===== src/hw/rtl/qsd_pkg.sv =====
// Package for the query string pair decoder: codes, state and result types, hex decode.
`timescale 1ns / 1ps

package qsd_pkg;

  localparam logic [7:0] ChPercent = 8'h25;
  localparam logic [7:0] ChPlus    = 8'h2B;
  localparam logic [7:0] ChAmp     = 8'h26;
  localparam logic [7:0] ChEq      = 8'h3D;
  localparam logic [7:0] ChSpace   = 8'h20;

  localparam logic [1:0] KindKey    = 2'd0;
  localparam logic [1:0] KindValue  = 2'd1;
  localparam logic [1:0] KindMarker = 2'd2;

  localparam logic [1:0] StKept    = 2'd0;
  localparam logic [1:0] StDropped = 2'd1;
  localparam logic [1:0] StBad     = 2'd2;

  localparam logic [1:0] EscNone  = 2'd0;
  localparam logic [1:0] EscFirst = 2'd1;
  localparam logic [1:0] EscSecond = 2'd2;

  localparam logic ModeByte = 1'b0;
  localparam logic ModeEnd  = 1'b1;

  typedef struct packed {
    logic       in_value;
    logic       key_nonempty;
    logic [1:0] escape_phase;
    logic [3:0] high_nibble;
    logic       pair_bad;
    logic       aborted;
  } state_t;

  typedef struct packed {
    logic       end_of_string;
    logic [1:0] pair_status;
    logic [7:0] out_byte;
    logic [1:0] out_kind;
  } result_t;

  // bit 4 set when the byte is not a hex digit
  function automatic logic [4:0] hex_val(input logic [7:0] c);
    logic [4:0] r;
    r = 5'h10;
    if (c >= 8'h30 && c <= 8'h39) begin
      r = {1'b0, 4'(c - 8'h30)};
    end else if (c >= 8'h41 && c <= 8'h46) begin
      r = {1'b0, 4'(c - 8'h37)};
    end else if (c >= 8'h61 && c <= 8'h66) begin
      r = {1'b0, 4'(c - 8'h57)};
    end
    return r;
  endfunction

endpackage


===== src/hw/rtl/qsd_step.sv =====
// Per-byte decode step: next parser state and the optional result item.
`timescale 1ns / 1ps

module qsd_step (
  input  qsd_pkg::state_t  state_i,
  input  logic             mode_i,
  input  logic [7:0]       in_byte_i,
  output qsd_pkg::state_t  state_o,
  output logic             res_valid_o,
  output qsd_pkg::result_t res_o
);

  logic [4:0] hex;
  logic [1:0] kind;
  logic [1:0] status;

  assign hex  = qsd_pkg::hex_val(in_byte_i);
  assign kind = state_i.in_value ? qsd_pkg::KindValue : qsd_pkg::KindKey;

  always_comb begin
    priority if (!state_i.in_value || !state_i.key_nonempty) begin
      status = qsd_pkg::StDropped;
    end else if (state_i.pair_bad || state_i.escape_phase != qsd_pkg::EscNone) begin
      status = qsd_pkg::StBad;
    end else begin
      status = qsd_pkg::StKept;
    end
  end

  always_comb begin
    state_o     = state_i;
    res_valid_o = 1'b0;
    res_o       = '0;
    priority if (state_i.aborted) begin
      if (mode_i == qsd_pkg::ModeEnd) begin
        state_o = '0;
      end
    end else if (mode_i == qsd_pkg::ModeEnd || in_byte_i == qsd_pkg::ChAmp) begin
      res_valid_o         = 1'b1;
      res_o.out_kind      = qsd_pkg::KindMarker;
      res_o.pair_status   = status;
      res_o.end_of_string = mode_i;
      state_o             = '0;
      state_o.aborted     = (mode_i == qsd_pkg::ModeByte) && (status == qsd_pkg::StBad);
    end else if (in_byte_i == qsd_pkg::ChEq && !state_i.in_value) begin
      if (state_i.escape_phase != qsd_pkg::EscNone) begin
        state_o.pair_bad = 1'b1;
      end
      state_o.escape_phase = qsd_pkg::EscNone;
      state_o.in_value     = 1'b1;
    end else begin
      if (!state_i.in_value) begin
        state_o.key_nonempty = 1'b1;
      end
      priority if (state_i.escape_phase != qsd_pkg::EscNone) begin
        priority if (hex[4]) begin
          state_o.pair_bad     = 1'b1;
          state_o.escape_phase = qsd_pkg::EscNone;
        end else if (state_i.escape_phase == qsd_pkg::EscFirst) begin
          state_o.high_nibble  = hex[3:0];
          state_o.escape_phase = qsd_pkg::EscSecond;
        end else begin
          state_o.escape_phase = qsd_pkg::EscNone;
          res_valid_o          = !state_i.pair_bad;
          res_o.out_kind       = kind;
          res_o.out_byte       = {state_i.high_nibble, hex[3:0]};
        end
      end else if (in_byte_i == qsd_pkg::ChPercent) begin
        state_o.escape_phase = qsd_pkg::EscFirst;
      end else begin
        res_valid_o    = !state_i.pair_bad;
        res_o.out_kind = kind;
        res_o.out_byte = (in_byte_i == qsd_pkg::ChPlus) ? qsd_pkg::ChSpace : in_byte_i;
      end
    end
  end

endmodule


===== src/hw/rtl/query_string_pair_decoder_core.sv =====
// Query string pair decoder: percent-decodes key/value bytes and marks pair ends.
// Results are registered: each goes to the result register, or to the skid register while the master side stalls.
// Throughput: one input byte per cycle while the skid register is empty; the parser state update is a single step.
// A two-entry output buffer (result register plus skid register) keeps the input
// side open for one more transfer while the master side stalls.
// Reset (rst_ni low, asynchronous): parser state cleared, output buffer empty.
`timescale 1ns / 1ps

module query_string_pair_decoder_core (
  input  logic        clk_i,
  input  logic        rst_ni,
  input  logic        s_axis_tvalid_i,
  output logic        s_axis_tready_o,
  input  logic [7:0]  s_axis_tdata_i,  // [7:0] in_byte
  input  logic        s_axis_tuser_i,  // [0] mode
  output logic        m_axis_tvalid_o,
  input  logic        m_axis_tready_i,
  output logic [15:0] m_axis_tdata_o,  // [7:0] out_byte, [9:8] pair_status, zero above
  output logic [1:0]  m_axis_tuser_o,  // [1:0] out_kind
  output logic        m_axis_tlast_o   // end_of_string
);

  qsd_pkg::state_t  state_q, state_d;
  qsd_pkg::result_t res;
  qsd_pkg::result_t out_q, skid_q;
  logic             res_valid;
  logic             out_valid_q, skid_valid_q;
  logic             accept, push, pop;

  qsd_step u_step (
    .state_i     (state_q),
    .mode_i      (s_axis_tuser_i),
    .in_byte_i   (s_axis_tdata_i),
    .state_o     (state_d),
    .res_valid_o (res_valid),
    .res_o       (res)
  );

  assign s_axis_tready_o = !skid_valid_q;
  assign accept          = s_axis_tvalid_i && s_axis_tready_o;
  assign push            = accept && res_valid;
  assign pop             = out_valid_q && m_axis_tready_i;

  always_ff @(posedge clk_i or negedge rst_ni) begin
    if (!rst_ni) begin
      state_q      <= '0;
      out_valid_q  <= 1'b0;
      skid_valid_q <= 1'b0;
    end else begin
      if (accept) begin
        state_q <= state_d;
      end
      if (skid_valid_q) begin
        if (pop) begin
          skid_valid_q <= 1'b0;
        end
      end else if (push) begin
        if (out_valid_q && !pop) begin
          skid_valid_q <= 1'b1;
        end else begin
          out_valid_q <= 1'b1;
        end
      end else if (pop) begin
        out_valid_q <= 1'b0;
      end
    end
  end

  always_ff @(posedge clk_i) begin
    if (skid_valid_q) begin
      if (pop) begin
        out_q <= skid_q;
      end
    end else if (push) begin
      if (out_valid_q && !pop) begin
        skid_q <= res;
      end else begin
        out_q <= res;
      end
    end
  end

  assign m_axis_tvalid_o = out_valid_q;
  assign m_axis_tdata_o  = {6'd0, out_q.pair_status, out_q.out_byte};
  assign m_axis_tuser_o  = out_q.out_kind;
  assign m_axis_tlast_o  = out_q.end_of_string;

endmodule

===== config.mk =====
export PLATFORM = sky130hd
export DESIGN_NAME = query_string_pair_decoder_core
export DESIGN_NICKNAME = d
export VERILOG_FILES = /design/src/hw/rtl/qsd_pkg.sv /design/src/hw/rtl/qsd_step.sv /design/src/hw/rtl/query_string_pair_decoder_core.sv
export SDC_FILE = /design/constraint.sdc
export NUM_CORES = 1
export LEC_CHECK = 0
export CAP_MARGIN = 40
export CORE_MARGIN = 5
export CORE_UTILIZATION = 35
export DETAILED_ROUTE_END_ITERATION = 8
export DONT_BUFFER_PORTS = 1
export GPL_TIMING_DRIVEN = 0
export PLACE_DENSITY = 0.6
export SYNTH_ARGS = -nofsm -noshare
export SYNTH_HDL_FRONTEND = slang
export SYNTH_SLANG_ARGS = --single-unit
export TNS_END_PERCENT = 20

===== constraint.sdc =====
create_clock -name clk_i -period 3.2 [get_ports clk_i]
set_clock_uncertainty 0.2 [all_clocks]
set_input_delay 0 -clock clk_i [delete_from_list [all_inputs] [get_ports clk_i]]
set_output_delay 0 -clock clk_i [all_outputs]
set_load 0.05 [all_outputs]

## Yosys cells after proc, flatten, opt, wreduce, memory -nomap -nowiden

Index checks and enable logic that the tools add are counted.

- Register bits: 38
- Output and inout port bits: 21

- Add/subtract/negate cells: 3
- Magnitude comparators: 6
- Equal/unequal tests: 13
- Multiplexer cells: 53
- Bitwise operators: 2
- Reductions and logical operators: 33

Operator list:

| cell | number |
|---|---|
| $mux 10 | 7 |
| $mux 13 | 5 |
| $eq 8x6->1 const B | 4 |
| $mux 1 | 22 |
| $mux 5 | 4 |
| $ge 8x7->1 const B | 2 |
| $le 8x7->1 const B | 2 |
| $mux 2 | 8 |
| $mux 8 | 2 |
| $reduce_and 3->1 | 5 |
| $mux 4 | 3 |
| $logic_and 1x1->1 | 9 |
| $mux 9 | 1 |
| $reduce_bool 3->1 | 3 |
| $ge 8x6->1 const B | 1 |
| $le 8x6->1 const B | 1 |
| $reduce_and 4->1 | 2 |
| $sub 4x3->4 const B | 2 |
| $ne 2x2->1 const B | 3 |
| $ne 3x2->1 const B | 2 |
| $reduce_and 6->1 | 1 |
| $reduce_bool 2->1 | 3 |
| $logic_not 1->1 | 5 |
| $reduce_bool 5->1 | 1 |
| 9 further kinds | 12 |

## Longest topological paths before layout

Gate-level depths: netlist of the first run.

- Depth after elaboration: 14
- Depth in mapped cells: 8

## Cells and area by module

A second synthesis of the first run with hierarchy kept.

- Cell total of the unflattened synthesis: 187
- Area total of the unflattened synthesis: 2,301.0 µm²

Modules (own cells, without submodules):

| module | times used | cells each | area each (µm²) | sequential area each (µm²) |
|---|---|---|---|---|
| query_string_pair_decoder_core | 1 | 81 | 1,540.2 | 1,081.0 |
| qsd_step | 1 | 106 | 760.7 | 0.0 |

## Least setup slack after synthesis of the first run

OpenSTA, ideal clock, no wires.

- Path type: input-to-reg
- Start point: input port s_axis_tdata_i[4]
- End point: register out_q (netlist bit m_axis_tdata_o[0]) (enable)
- Library setup time: 0.389 ns
- Arrival: 2.030 ns
- Setup slack: 0.580 ns
- Stages on the path: 5
- Cells stage by stage: or4b_4 > o31ai_4 > o21bai_1 > o311ai_2 > a22oi_1

- Longest elaborated chain between the ends: 13

RTL lines:

| item | line | text |
|---|---|---|
| start, declared | query_string_pair_decoder_core.sv:14 | `input logic [7:0] s_axis_tdata_i,` |
| $ge 8x7->1 or $le 8x7->1 (tied branches) | qsd_pkg.sv:51 | `end else if (c >= 8'h61 && c <= 8'h66) begin` |
| $logic_and 1x1->1 | qsd_pkg.sv:51 |  |
| $mux 5 | qsd_pkg.sv:51 |  |
| $mux 5 | qsd_pkg.sv:49 | `end else if (c >= 8'h41 && c <= 8'h46) begin` |
| $mux 5 | qsd_pkg.sv:47 | `if (c >= 8'h30 && c <= 8'h39) begin` |
| $mux 1 | qsd_step.sv:56 | `priority if (hex[4]) begin` |
| $mux 1 | qsd_step.sv:55 | `priority if (state_i.escape_phase != qsd_pkg::EscNone) begin` |
| $mux 1 | qsd_step.sv:45 | `end else if (in_byte_i == qsd_pkg::ChEq && !state_i.in_value) begin` |
| $mux 1 (*) | qsd_step.sv:38 | `end else if (mode_i == qsd_pkg::ModeEnd \|\| in_byte_i == qsd_pkg::ChAmp) begin` |
| $mux 1 (*) | qsd_step.sv:34 | `priority if (state_i.aborted) begin` |
| $logic_and 1x1->1 (*) | query_string_pair_decoder_core.sv:41 | `assign push = accept && res_valid;` |
| $reduce_bool 2->1 (no source line) (*) | - |  |
| $reduce_and 3->1 (no source line) (*) | - |  |
| end signal, assigned | query_string_pair_decoder_core.sv:72 | `out_q <= skid_q;` |
| end signal, assigned | query_string_pair_decoder_core.sv:78 | `out_q <= res;` |
| end, declared | query_string_pair_decoder_core.sv:25 | `qsd_pkg::result_t out_q, skid_q;` |

Every way passes the cells marked *; elsewhere a longest branch is shown, timed or not.
A chain may end at the register's enable or synchronous reset.

## Worst setup path in the final report of the first run

- Start point: input port s_axis_tdata_i[0]
- End point: register out_q (netlist bit m_axis_tdata_o[1]) (enable)

The elaborated chain is that of the path after synthesis.

==> results of run 1 <==
## layout make-up
class / count / area share
Sequential cell: 38 / 0.432
Multi-Input combinational cell: 129 / 0.359
Timing Repair Buffer: 17 / 0.0660
Tap cell: 75 / 0.0375
Buffer: 12 / 0.0360
Clock buffer: 6 / 0.0330
Clock inverter: 2 / 0.0240
Inverter: 8 / 0.0120
## per-stage QoR
stage	util	hold slack [ns]	setup WS [ns]	power (uW)	std cells
after floorplan	-	-0.496	0.580	1200	187
after global placement	0.375	-0.495	0.188	1270	262
after detailed placement	0.377	-0.495	0.603	1280	264
after CTS	0.428	0.00518	0.270	1820	287
after global routing	0.428	0.0626	0.115	1890	287
final	0.428	0.0209	0.258	1800	287
## kinds of logic after synthesis
kind of cell / Yosys count / synth area share
compound gates: 46 / 0.197
fa+ha+maj: 4 / 0.0241
buf+inv: 20 / 0.0577
flops: 38 / 0.520
mux: 9 / 0.0445
other cells: 1 / 0.00180
simple gates: 64 / 0.155
## registers in the layout (all words and copies together), names as in the netlist
signal,flops
m_axis_tdata_o,10
skid_valid_q,1
m_axis_tvalid_o,1
skid_q,13
m_axis_tlast_o,1
state_q,10
m_axis_tuser_o,2
## where the power goes
| group | internal [uW] | total, uW | switching [uW] |
|---|---|---|---|
| sequential | 664 | 946 | 282 |
| combinational | 126 | 354 | 228 |
| clock | 333 | 503 | 170 |
## path summary, 6_finish.rpt
kind,start,endpoint,depth (start not counted),slack (ns)
min reg2reg,state_q[4],state_q[4],1,0.32
max in group asynchronous,rst_ni,state_q[3],2,1.97
min in group asynchronous,rst_ni,m_axis_tvalid_o,2,0.46
max,s_axis_tdata_i[0],m_axis_tdata_o[1],9,0.26
max reg2reg,state_q[7],m_axis_tdata_o[1],6,0.59
min,s_axis_tdata_i[3],state_q[6],3,0.02
## repair_timing
item                                    CTS  global route
hold endpoints to repair                 59             0
hold buffers                             15             0
endpoints found under the setup margin    0             0
buffers inserted                          0             0
resized for setup                         0             0
## Yosys cell counts (2+ instances only)
| cell type | instances |
|---|---|
| a31oi_1 | 2 |
| a21oi_1 | 5 |
| nor3_1 | 4 |
| nor2_1 | 23 |
| mux2i_1 | 7 |
| inv_1 | 7 |
| buf_6 | 2 |
| nand2b_1 | 2 |
| o2bb2ai_1 | 4 |
| edfxtp_1 | 26 |
| a2bb2oi_1 | 2 |
| o31ai_2 | 4 |
| mux2_2 | 2 |
| nand2_1 | 21 |
| or4b_4 | 2 |
| o21ai_0 | 6 |
| o21bai_1 | 2 |
| buf_4 | 6 |
| dfrtp_1 | 12 |
| o31ai_1 | 4 |
| a22oi_1 | 3 |
| ha_1 | 4 |
## layer usage
layer,up-vias,part of all wire,wire length [um],global-route usage
li1,726,-,-,-
met4,0,0.015,65,0.0391
met1,727,0.45,1930,0.157
met3,5,0.025,106,0.0265
met5,-,0,0,0
met2,31,0.51,2210,0.214
## tightest hold or removal path, delay by kind of cell
kind | cells | cell delay [ns]
simple gates | 2 | 0.34
compound gates | 1 | 0.13
==> flow_metrics.env, run 1 <==
export IMPL_outcome="complete, no violations"
export IMPL_ant_nets=0
export IMPL_diodes=0
export IMPL_rsz0062_at_grt="no"
export IMPL_ir_drop_mv=0.371
export IMPL_critPathCaptureType="flip-flop"
export IMPL_final_common_cell="edfxtp_1"
export IMPL_synth_avg_cell_area_um2=11.4
export IMPL_power_density_nw_per_um2=721
export IMPL_start_util=0.356
export IMPL_drv_cap=0
export IMPL_clock_sinks=38
export IMPL_nNetsFinal=228
export IMPL_insertion_delay_ns=0.29
export IMPL_core_area_um2=5850
export IMPL_path_buf_inv=3
export IMPL_cp_start_kind="primary input"
export IMPL_synth_edff_count=26
export IMPL_max_freq_mhz=340
export IMPL_crit_type="primary input to flip-flop"
export IMPL_antenna_found_initial=0
export IMPL_grt_pass1_wl_um=7510
export IMPL_crit_required_ns=2.99
export IMPL_path_cells="dlygate4sd3_1 > inv_1 > ha_1 > nor3b_1 > a311oi_4 > o21a_4 > o311ai_2 > a22oi_1 > buf_4"
export IMPL_cts_made_buffers=5
export IMPL_synth_largest_area_cell="edfxtp_1"
export IMPL_synth_area_um2=2080
export IMPL_cts_max_level=2
export IMPL_rows=28
export IMPL_port_buffers=0
export IMPL_multi_input_area_um2=898
export IMPL_drtIter0Drc=68
export IMPL_die_h_um=87.1
export IMPL_layout_common_cells="edfxtp_1, nor2_1, nand2_1"
export IMPL_hold_viol_final=0
export IMPL_cts_tree="yes"
export IMPL_overflow=0
export IMPL_worst_pin_slew_ns=0.659
export IMPL_hp_class="primary input to flip-flop"
export IMPL_wire_per_inst_um=15.0
export IMPL_pin_count=34
export IMPL_fin_area_um2=2500
export IMPL_synthFlopType="edfxtp_1"
export IMPL_synth_seq_area_share=0.520
export IMPL_grt_usage=0.125
export IMPL_seq_area_um2=1080
export IMPL_dieWidth_um=87.1
export IMPL_netlist_top_cells_area="edfxtp_1, dfrtp_1, nor2_1"
export IMPL_postSynthCellCount=182
export IMPL_cts_root_buf="clkbuf_8"
export IMPL_async_flop_share=0.316
export IMPL_dieArea_um2=7590
export IMPL_tns_ns=0
export IMPL_drive_gt1_frac=0.189
export IMPL_ys_warn_count=0
export IMPL_cp_max_fo=10
export IMPL_slowest_delay_ns=0.66
export IMPL_clk_path_buf_depth=2
export IMPL_synth_top_cell_area_share=0.375
export IMPL_place_congestion=0.875
export IMPL_place_hpwl_um=3120
export IMPL_area_growth_pct=20.2
export IMPL_fin_crit_sh=0.919
export IMPL_vias_per_cell=5.19
export IMPL_finalSetupViolCount=0
export IMPL_drv_slew=0
export IMPL_cellLeakagePower_uw=0.000979
export IMPL_crit_family="compound AO/OA/AOI/OAI gates"
export IMPL_grt_max_degree=13
export IMPL_fillers=525
export IMPL_min_period_ns=2.94
export IMPL_drc=0
export IMPL_grt_pass1_vias=1524
export IMPL_cpMaxStageDelayCell="dlygate4sd3_1"
export IMPL_synth_cell_type_count=54
export IMPL_ys_seq_elements=38
export IMPL_cts_clk_slew_worst_paths_ns=0.07
export IMPL_worstPathArrival_ns=2.73
export IMPL_relSlewSlack=0.556
export IMPL_vias=1489
export IMPL_first_pass_iters=4
export IMPL_place_area_um2=2210
export IMPL_wirelength_um=4310
No activity file was read; power rests on OpenSTA's default activity.
==> inputs of run 2 (changes only) <==
- ABC_AREA: default -> 1
==> flow_metrics.env, run 2 <==
export IMPL_outcome="complete, no violations"
export IMPL_tns_ns=0
export IMPL_crit_required_ns=3.00
export IMPL_grt_pass1_vias=1621
export IMPL_fillers=609
export IMPL_cts_max_level=2
export IMPL_synth_edff_count=26
export IMPL_drv_slew=0
export IMPL_ys_top_cells_by_count="nand2_1, nor2_1, edfxtp_1"
export IMPL_synthFlopType="edfxtp_1"
export IMPL_place_hpwl_um=3530
export IMPL_clk_path_buf_depth=2
export IMPL_rsz0062_at_grt="no"
export IMPL_synth_seq_area_share=0.499
export IMPL_drive_gt1_frac=0.151
export IMPL_cp_max_fo=10
export IMPL_grt_usage=0.127
export IMPL_combPwrFrac=0.245
export IMPL_crit_type="primary input to flip-flop"
export IMPL_ys_warn_count=0
export IMPL_p_switching_uw=723
export IMPL_vias_per_cell=4.62
export IMPL_ant_nets=0
export IMPL_cts_clk_slew_worst_paths_ns=0.07
export IMPL_final_common_cell="nand2_1"
export IMPL_drv_cap=0
export IMPL_synth_top_cell_area_share=0.360
export IMPL_finalSetupViolCount=0
export IMPL_synth_avg_cell_area_um2=8.33
export IMPL_synth_largest_area_cell="edfxtp_1"
export IMPL_r2r_start="state_q[7]"
export IMPL_final_util=0.428
export IMPL_worst_pin_slew_ns=0.611
export IMPL_startpoint="s_axis_tdata_i[1]"
export IMPL_cts_root_buf="clkbuf_8"
export IMPL_area_growth_pct=17.6
export IMPL_drc=0
export IMPL_diodes=0
export IMPL_cp_endpoint="m_axis_tdata_o[5]"
export IMPL_power_density_nw_per_um2=664
export IMPL_place_congestion=0.876
export IMPL_pin_count=34
export IMPL_largest_reg_flops=13
export IMPL_fin_crit_sh=0.787
export IMPL_hold_viol_final=0
export IMPL_clock_sinks=38
export IMPL_port_buffers=0
export IMPL_holdPathStages=5
export IMPL_ir_drop_mv=0.317
export IMPL_start_util=0.364
export IMPL_grt_max_degree=13
export IMPL_overflow=0
export IMPL_antenna_found_initial=0
export IMPL_cellLeakagePower_uw=0.00121
export IMPL_p_int_uw=969
export IMPL_r2r_end="m_axis_tdata_o[5]"
export IMPL_postSynthCellCount=260
export IMPL_netlist_top_cells_area="edfxtp_1, dfrtp_1, nand2_1"
export IMPL_relSlewSlack=0.592
export IMPL_grt_pass1_wl_um=7550
export IMPL_first_pass_iters=4
export IMPL_cp_start_kind="primary input"
export IMPL_worstPathArrival_ns=2.32
export IMPL_top_register="skid_q"
export IMPL_seq_area_um2=1080
export IMPL_dieArea_um2=7870
export IMPL_dieWidth_um=88.7
export IMPL_layout_common_cells="nand2_1, nor2_1, edfxtp_1"
export IMPL_min_period_ns=2.52
export IMPL_hp_class="primary input to flip-flop"
export IMPL_synth_area_um2=2170
export IMPL_rows=28
export IMPL_pwr_share_seq=0.567
export IMPL_max_freq_mhz=397
export IMPL_insertion_delay_ns=0.29
export IMPL_critPathCaptureType="flip-flop"
export IMPL_p_sw_frac=0.427
export IMPL_synth_cell_type_count=30
export IMPL_yosysMostFrequentCell="nand2_1"
export IMPL_clock_power_share=0.189
export IMPL_regToRegSetupSlack_ns=0.92
export IMPL_die_h_um=88.7
export IMPL_core_area_um2=5960
export IMPL_fin_total_pwr_uw=1690
export IMPL_wirelength_um=4500
export IMPL_ys_seq_elements=38
export IMPL_vias=1695
export IMPL_cts_made_buffers=5
export IMPL_cts_tree="yes"
export IMPL_multi_input_area_um2=927
export IMPL_nNetsFinal=308
export IMPL_reg2reg_depth=8
export IMPL_async_flop_share=0.316
export IMPL_wire_per_inst_um=12.3
export IMPL_drtIter0Drc=108
==> run 2: cell types whose count changed after synthesis, moves of 4 or more <==
cell / change
nand2_1: +58
nand3_1: +19
inv_1: +15
nor2_1: +9
inv_2: +7
mux2i_1: -7
nand2_4: +4
nor2_2: +4
o2bb2ai_1: -4
o31ai_1: -4
o31ai_2: -4
==> run 2: power groups by stage <==
stage	clock network, uW	registers (uW)	logic, uW
floorplan	0	960	292
global placement	0	969	351
detailed placement	0	972	387
CTS	327	962	420
global route	343	975	471
finish	319	959	414
==> run 2: cells by family after synthesis <==
group / count (synthesis) / share of synthesized area
flops: 38 / 0.499
fa+ha+maj: 4 / 0.0231
other cells: 1 / 0.00173
simple gates: 155 / 0.331
compound gates: 20 / 0.0514
xor+xnor: 3 / 0.0121
buf+inv: 39 / 0.0820
==> run 2: worst min-delay path by stage <==
stage,slack [ns],from,to
2_1_floorplan,-0.50,rst_ni,m_axis_tvalid_o
3_3_place_gp,-0.49,rst_ni,state_q[8]
3_5_place_dp,-0.49,rst_ni,m_axis_tvalid_o
4_1_cts,0.0006,s_axis_tdata_i[1],state_q[4]
5_1_grt,0.03,s_axis_tdata_i[1],state_q[4]
6_report,0.001,s_axis_tdata_i[1],state_q[4]
==> run 2: worst max-delay path: stages <==
cell and delay [ns]:
dlygate4sd3_1 0.58, inv_1 0.10, ha_1 0.23, inv_1 0.08, nand3_1 0.08, nand3_1 0.12, nand2_4 0.14, nand2_4 0.08
nand2_1 0.06, nand2_1 0.05, nand2_1 0.07, nand2_1 0.09, a21oi_1 0.38, buf_4 0.27
==> run 2: layer usage <==
metal | global-route usage | part of all wire | vias up
li1 | - | - | 888
met1 | 0.156 | 0.44 | 760
met2 | 0.212 | 0.50 | 40
met3 | 0.0270 | 0.043 | 7
met4 | 0.0577 | 0.021 | 0
met5 | 0 | 0 | -
==> run 2: layout make-up <==
class | count | area share
flip-flops and latches | 38 | 0.424
multi-input cells | 188 | 0.364
repair buffers | 19 | 0.0731
inverters | 29 | 0.0427
well taps | 75 | 0.0368
clock buffers | 6 | 0.0285
plain buffers | 10 | 0.0270
clock inverters | 2 | 0.00393
==> run 2: timing repair <==
item                                    4_1_cts  5_1_grt
endpoints found under the setup margin        0        0
buffers inserted                              0        0
hold endpoints to repair                     48        0
hold buffers                                 16        0
resized for setup                             0        0
==> run 2: stage by stage <==
| stage | setup slack (ns) | std cells | hold WS [ns] | instance area [um^2] |
|---|---|---|---|---|
| after floorplan | 0.946 | 265 | -0.496 | 2190 |
| after global placement | 0.587 | 340 | -0.495 | 2280 |
| after detailed placement | 0.903 | 343 | -0.495 | 2310 |
| after CTS | 0.687 | 367 | 0.000563 | 2550 |
| after global routing | 0.486 | 367 | 0.0312 | 2550 |
| final | 0.683 | 367 | 0.00119 | 2550 |
==> inputs of run 3 (changes only) <==
- clock period: 3.2 -> 2.6 ns (I/O delays scaled with it)
==> flow_metrics.env, run 3 (synthesis gave the netlist of run 2 again) <==
export IMPL_power_density_nw_per_um2=818
export IMPL_path_buf_inv=4
export IMPL_wire_per_inst_um=12.4
export IMPL_fin_ws_ns=0.212
export IMPL_cts_tree="yes"
export IMPL_place_hpwl_um=3530
export IMPL_dieWidth_um=88.7
export IMPL_hp_class="primary input to flip-flop"
export IMPL_fin_crit_sh=0.919
export IMPL_grt_pass1_wl_um=7550
export IMPL_tns_ns=0
export IMPL_relSlewSlack=0.592
export IMPL_path_cells="dlygate4sd3_1 > inv_1 > ha_1 > inv_1 > nand3_1 > nand3_1 > nand2_4 > nand2_4 > nand2_1 > nand2_1 > nand2_1 > nand2_1 > a21oi_2 > buf_4"
export IMPL_clock_power_share=0.188
export IMPL_hold_ws_ns=0.00130
export IMPL_die_h_um=88.7
export IMPL_crit_required_ns=2.40
export IMPL_grt_usage=0.127
export IMPL_port_buffers=0
export IMPL_final_util=0.429
export IMPL_post_cts_buffers=0
export IMPL_place_congestion=0.876
export IMPL_nNetsFinal=308
export IMPL_diodes=0
export IMPL_finalSetupViolCount=0
export IMPL_drtIter0Drc=93
export IMPL_cpMaxStageDelayCell="dlygate4sd3_1"
export IMPL_crit_type="primary input to flip-flop"
export IMPL_cts_made_buffers=5
export IMPL_combPwrFrac=0.247
export IMPL_fin_total_pwr_uw=2090
export IMPL_dieArea_um2=7870
export IMPL_grt_pass1_vias=1621
export IMPL_p_sw_frac=0.428
export IMPL_ir_drop_mv=0.401
export IMPL_ant_nets=0
export IMPL_drc=0
export IMPL_cellLeakagePower_uw=0.00121
export IMPL_layout_common_cells="nand2_1, nor2_1, edfxtp_1"
export IMPL_largest_reg_flops=13
export IMPL_rsz0062_at_grt="no"
export IMPL_slowest_delay_ns=0.58
export IMPL_top_register="skid_q"
export IMPL_wirelength_um=4530
export IMPL_grt_max_degree=13
export IMPL_vias=1696
export IMPL_dp_slack_ns=0.303
export IMPL_cts_clk_slew_worst_paths_ns=0.07
export IMPL_worst_pin_slew_ns=0.610
export IMPL_outcome="complete, no violations"
export IMPL_p_switching_uw=894
export IMPL_drive_gt1_frac=0.154
export IMPL_cpMostUsedCell="nand2_1"
export IMPL_pwr_share_seq=0.565
export IMPL_worstPathArrival_ns=2.19
export IMPL_final_common_cell="nand2_1"
export IMPL_antenna_found_initial=0
export IMPL_drv_slew=0
export IMPL_pin_count=34
export IMPL_cts_max_level=2
export IMPL_critPathCaptureType="flip-flop"
export IMPL_max_freq_mhz=419
export IMPL_clk_path_buf_depth=2
export IMPL_min_period_ns=2.39
export IMPL_cts_root_buf="clkbuf_8"
export IMPL_hold_viol_final=0
export IMPL_vias_per_cell=4.62
export IMPL_first_pass_iters=4
export IMPL_start_util=0.364
export IMPL_crit_family="buffers and inverters"
export IMPL_area_growth_pct=17.8
export IMPL_cp_start_kind="primary input"
export IMPL_clock_sinks=38
export IMPL_rows=28
export IMPL_cp_max_fo=10
export IMPL_drv_cap=0
export IMPL_core_area_um2=5960
export IMPL_overflow=0
export IMPL_insertion_delay_ns=0.29
export IMPL_p_int_uw=1190
run 3: metal layers:
metal / routed length (um) / up-vias / part of all wire / track usage
li1: - / 887 / - / -
met3: 211 / 7 / 0.047 / 0.0270
met5: 0 / - / 0 / 0
met2: 2270 / 41 / 0.50 / 0.212
met1: 1950 / 761 / 0.43 / 0.156
met4: 94 / 0 / 0.021 / 0.0577
run 3: power groups by stage:
stage                     Sequential [uW]  Clock [uW]  Combinational, uW
after floorplan                      1180           0                359
after detailed placement             1200           0                476
final                                1180         393                515
after global placement               1190           0                431
after CTS                            1180         402                517
after global routing                 1200         422                584
run 3: final timing paths:
kind                              startpoint                 to  slack, ns  cells after the start
hold / removal             s_axis_tdata_i[1]         state_q[4]      0.001                      5
min in group asynchronous             rst_ni         state_q[8]       0.49                      2
setup / recovery           s_axis_tdata_i[1]  m_axis_tuser_o[0]       0.21                     14
max in group asynchronous             rst_ni         state_q[7]       1.32                      2
hold reg to reg                   state_q[4]         state_q[4]       0.32                      2
setup reg to reg                  state_q[9]       skid_valid_q       0.43                      9
run 3: what timing repair did:
action,4_1_cts,5_1_grt
resized for setup,0,1
setup endpoints to repair,0,10
hold endpoints to repair,48,0
hold buffers,16,0
run 3: worst register-to-register path, cell delays in order, from the launching register on:
cell and delay [ns]:
dfrtp_1 0.41, inv_1 0.12, nand4_1 0.11, nor2_2 0.23
nor2_1 0.10, nand2_1 0.07, nand2_1 0.05, nand2_1 0.12
o21ai_0 0.08, dlygate4sd3_1 0.55
run 3: area by class of cell:
class | instances | area [um^2]
fillers | 607 | 3400
flip-flops and latches | 38 | 1080
multi-input cells | 188 | 931
repair buffers | 19 | 186
inverters | 29 | 109
well taps | 75 | 93.8
clock buffers | 6 | 72.6
plain buffers | 10 | 68.8
clock inverters | 2 | 10.0
run 3: metrics by stage:
step,std cells,area [um^2]
final,367,2550
after global routing,367,2550
after CTS,367,2550
after detailed placement,343,2310
after global placement,340,2280
after floorplan,265,2190
